===== config.mk =====
export PLATFORM = sky130hd
export DESIGN_NAME = pdbp_ram
export DESIGN_NICKNAME = d
export VERILOG_FILES = /design/src/sv/pdbp_ram.sv
export SDC_FILE = /design/constraint.sdc
export NUM_CORES = 1
export LEC_CHECK = 0
export ABC_AREA = 1
export BUFFER_PORTS_ARGS = -buffer_cell sky130_fd_sc_hd__buf_2
export CORE_ASPECT_RATIO = 1.4
export CORE_UTILIZATION = 50
export DETAILED_ROUTE_END_ITERATION = 10
export MAX_ROUTING_LAYER = met4
export PLACE_DENSITY = 0.63
export RECOVER_POWER = 25
export SLEW_MARGIN = 10
export SYNTH_ARGS = -nofsm -noshare
export SYNTH_HDL_FRONTEND = slang
export SYNTH_SLANG_ARGS = --single-unit

===== constraint.sdc =====
create_clock -name clk -period 2.3 [get_ports clk]
set_clock_uncertainty 0.15 [all_clocks]
set_input_delay 0.115 -clock clk [delete_from_list [all_inputs] [get_ports clk]]
set_output_delay 0.115 -clock clk [all_outputs]
set_load 0.05 [all_outputs]

===== src/sv/pdbp_ram.sv =====
// Generic single-port-write, single-port-read RAM with registered read data.
module pdbp_ram #(
  parameter int WIDTH = 12,
  parameter int DEPTH = 80
) (
  input  logic                     clk,
  input  logic                     wr_en,
  input  logic [$clog2(DEPTH)-1:0] wr_addr,
  input  logic [WIDTH-1:0]         wr_data,
  input  logic [$clog2(DEPTH)-1:0] rd_addr,
  output logic [WIDTH-1:0]         rd_data
);

  logic [WIDTH-1:0] mem [DEPTH];

  // Write port and registered read port.
  always_ff @(posedge clk) begin
    if (wr_en) begin
      mem[wr_addr] <= wr_data;
    end
    rd_data <= mem[rd_addr];
  end

endmodule


-- Word level (Yosys, flattened, before mapping)
Memory sizes are Yosys's and may differ from the RTL's. A register that Yosys moved wholly into a read port is not among the register bits.
Index checks and enable logic that the tools add are counted.
- input bits: 28
- output and inout bits: 12
- bits in registers: 0
- memories kept: 1
- bits in writable memories: 960
- memory list (memory ; depth ; width ; rd ports ; clocked after Yosys merged registers in ; write ports ; RTL line ; RTL):
    mem ; 80 ; 12 ; 1 ; 1 ; 1 ; 14 ; logic [WIDTH-1:0] mem [DEPTH];
- mux-type cells: 2
- operators with widths (cell ; count):
    1-bit two-way mux ; 2

-- Logic depth before layout (Yosys ltp)
- depth after elaboration: 2
- depth in mapped cells: 14
- depth with buffers taken out: 11

-- Worst setup path after synthesis
Ideal clock, no wire load.
- kind: input to register
- from: in wr_en
- to: mem mem[43][0] (enable)
- cell stages on the path: 3
- buffers on the path: 1
- arrival time: 1205 ps
- path slack: 565 ps
- cells stage by stage: clkbuf_1 > nand3_1 > nor2_1
- word-level cells in the longest chain between the ends: 2
- RTL lines (what ; RTL line ; RTL):
    start, declared ; 7 ; input logic wr_en,
    1-bit two-way mux ; 18 ; if (wr_en) begin
    1-bit two-way mux (implied by the code) ; 19 ; mem[wr_addr] <= wr_data;
    end, declared ; 14 ;
Every way passes these cells.

==> flow_summary.json <==
{
  "place_area_mm2": 0.0413,
  "final_nets": 3357,
  "setup_violations": 0,
  "die_h_um": 333,
  "period_share_pct": 96.3,
  "drc": 0,
  "async_flop_share_pct": 0,
  "synth_area_leader_cell": "edfxtp_1",
  "drt_iter0_drc": 2406,
  "seq_area_mm2": 0.0291,
  "place.gp.congestion": 0.974,
  "yosys-top-cells-area": "edfxtp_1 74%, nand3_1 9.2%, nand2_1 9.0%",
  "fin_crit_ps": 2220,
  "peakVddDrop_v": 0.000735,
  "overflow": 0,
  "synth_fa_ha_area_share_pct": 0,
  "end_kind": "flop",
  "synth_seq_cells": 972,
  "multiInputGateArea_mm2": 0.00878,
  "drive_gt1_share_pct": 10.2,
  "clock_path_buffers": 3,
  "start_util_pct": 50.4,
  "setup_ws_ps": 84.0,
  "stdcell_count": 4450,
  "cts_max_level": 3,
  "leakage_uw": 0.0156,
  "syn-cell-area_mm2": 0.0392,
  "grt_max_degree": 81,
  "tritoncts": "yes",
  "synth_top_family_by_area": "simple AND/OR/NAND/NOR gates",
  "synth-simple-area-share_pct": 20.0,
  "status": "finished, violations left",
  "core_area_mm2": 0.0777,
  "crit_required_ps": 2700,
  "synthTopCellsByCount": "960 x edfxtp_1, 939 x nand2_1, 717 x nand3_1",
  "grt_pass1_vias": 24900,
  "yosys.cell_count.top_type": "edfxtp_1",
  "hold_path.class": "input pin to flop",
  "netlist.area_leader.share_pct": 73.6,
  "hold_ws_ps": 161,
  "synthCells": 3211,
  "cp_max_fo": 27,
  "viasPerCell": 5.72,
  "synth-compound-area-share_pct": 2.40,
  "worst_pin_slew_ps": 2050,
  "portBuffers": 39,
  "ys.flop_type": "edfxtp_1",
  "crit_type": "input pin to flop",
  "slew_viol_final": 464,
  "yosysSeqAreaShare_pct": 74.2,
  "areaGrowthSynthToFinish_pct": 12.9,
  "relSlewSlack_pct": -36.7,
  "design.die.area_mm2": 0.0795,
  "die_w_um": 239,
  "fillCellCount": 6252,
  "power.density_mw_per_mm2": 831,
  "post_cts_buffers": 0,
  "cts_root_buf": "clkbuf_16",
  "dp.cells": 4262,
  "ys_types": 19,
  "rows": 121,
  "io_pins": 40,
  "hold_viol": 0,
  "maxCapViolCount": 7,
  "muxShareOfSynthArea_pct": 0,
  "antenna_found_initial": 2,
  "violations": "max-capacitance violations, max-slew violations",
  "wl_um": 104000,
  "yosys_warnings": 0,
  "finalSetupTns_ps": 0,
  "cts_sinks": 972,
  "dp_hpwl_um": 62800,
  "gr-usage-all-layers_pct": 27.4,
  "wl_per_cell_um": 23.4,
  "syn_avg_cell_area_um2": 12.2,
  "start_kind": "input pin",
  "synth_xor_area_share_pct": 0,
  "numCtsBuffers": 90,
  "fin_area_mm2": 0.0442,
  "max_freq_ghz": 0.451,
  "dr_total_vias": 25500,
  "crit_arrival_ps": 2620,
  "synth_edf_count": 960,
  "syn_nets": 3239,
  "path_clk_slew_ps": 60,
  "grt_setup_unrepaired": "false",
  "drtAntennaViolNets": 0,
  "pre_cts_ws_ps": -48.9,
  "firstDrtPassIters": 8,
  "grt_pass1_wl_um": 157000,
  "clk_latency_ps": 670
}
==> layout by cell type, fill, tap and decap left out, types with 21 or more instances in the layout <==
master / netlist / layout
nor2_1: 181 / 181
nand2_1: 939 / 939
o22ai_1: 27 / 27
clkinv_2: 0 / 21
o221ai_1: 21 / 21
clkbuf_16: 0 / 91
nand3_1: 717 / 716
buf_2: 78 / 34
buf_4: 16 / 136
clkinv_1: 1 / 23
o21ai_1: 21 / 21
edfxtp_1: 960 / 960
buf_12: 0 / 32
o21ai_0: 96 / 96
==> power by group <==
part / internal [µW] / switching [µW] / leakage, µW
clock network: 8180 / 6530 / 0.00142
registers: 19600 / 66.5 / 0.00873
logic: 642 / 1790 / 0.00542
total: 28400 / 8380 / 0.0156
==> final timing paths <==
kind,from,endpoint,slack [ps],depth (start not counted)
worst max-delay path,rd_addr[3],rd_data[6]$_DFF_P_,80,11
worst min-delay path,wr_en,mem[44][11]$_DFFE_PP_,160,4
worst max register to register,mem[63][6]$_DFFE_PP_,rd_data[6]$_DFF_P_,120,11
worst min register to register,mem[68][10]$_DFFE_PP_,rd_data[10]$_DFF_P_,650,6
==> metal layers <==
metal,vias to the layer above,track usage [%],routed length [µm]
li1,11700,-,-
met4,0,15.3,6260
met1,12500,33.9,40600
met5,-,-,0
met3,262,3.08,6310
met2,993,44.0,51000
==> sequential cells by signal, indices dropped and copies added (netlist names) <==
signal   cells
rd_data     12
mem        960
==> layout make-up <==
class,instances,area share (%)
Clock inverter,65,1.26
Tap cell,1045,2.96
Multi-Input combinational cell,2010,19.8
Timing Repair Buffer,234,4.77
Antenna cell,2,0.0113
Sequential cell,972,65.7
Clock buffer,101,5.23
Inverter,21,0.218
==> cells by family after synthesis <==
kind of cell,count (synthesis)
AOI/OAI and AO/OA,165
buffers and inverters,229
DFF,972
and+or+nand+nor,1845
==> per-stage QoR <==
| step | power, µW | util (%) |
|---|---|---|
| after floorplan | 21300 | - |
| after global placement | 22400 | 53.1 |
| after detailed placement | 22400 | 53.1 |
| after CTS | 37000 | 57.1 |
| after global routing | 37700 | 56.9 |
| final | 36800 | 57.0 |
==> critical path, cell delays in order <==
cell and delay, ps:
dlygate4sd3_1 510, buf_2 220, buf_4 410, nand3_1 330, nand2_1 140, nand2_1 60
nand3_1 100, nand2_1 70, nand2_1 60, nand2_1 50, dlygate4sd3_1 540
==> what timing repair did <==
item / 4_1_cts / 5_1_grt
resized for setup: 0 / 1
hold buffers: 20 / 0
hold endpoints to repair: 863 / 0
endpoints found under the setup margin: 0 / 1
Power figures use the tool's default switching activity.
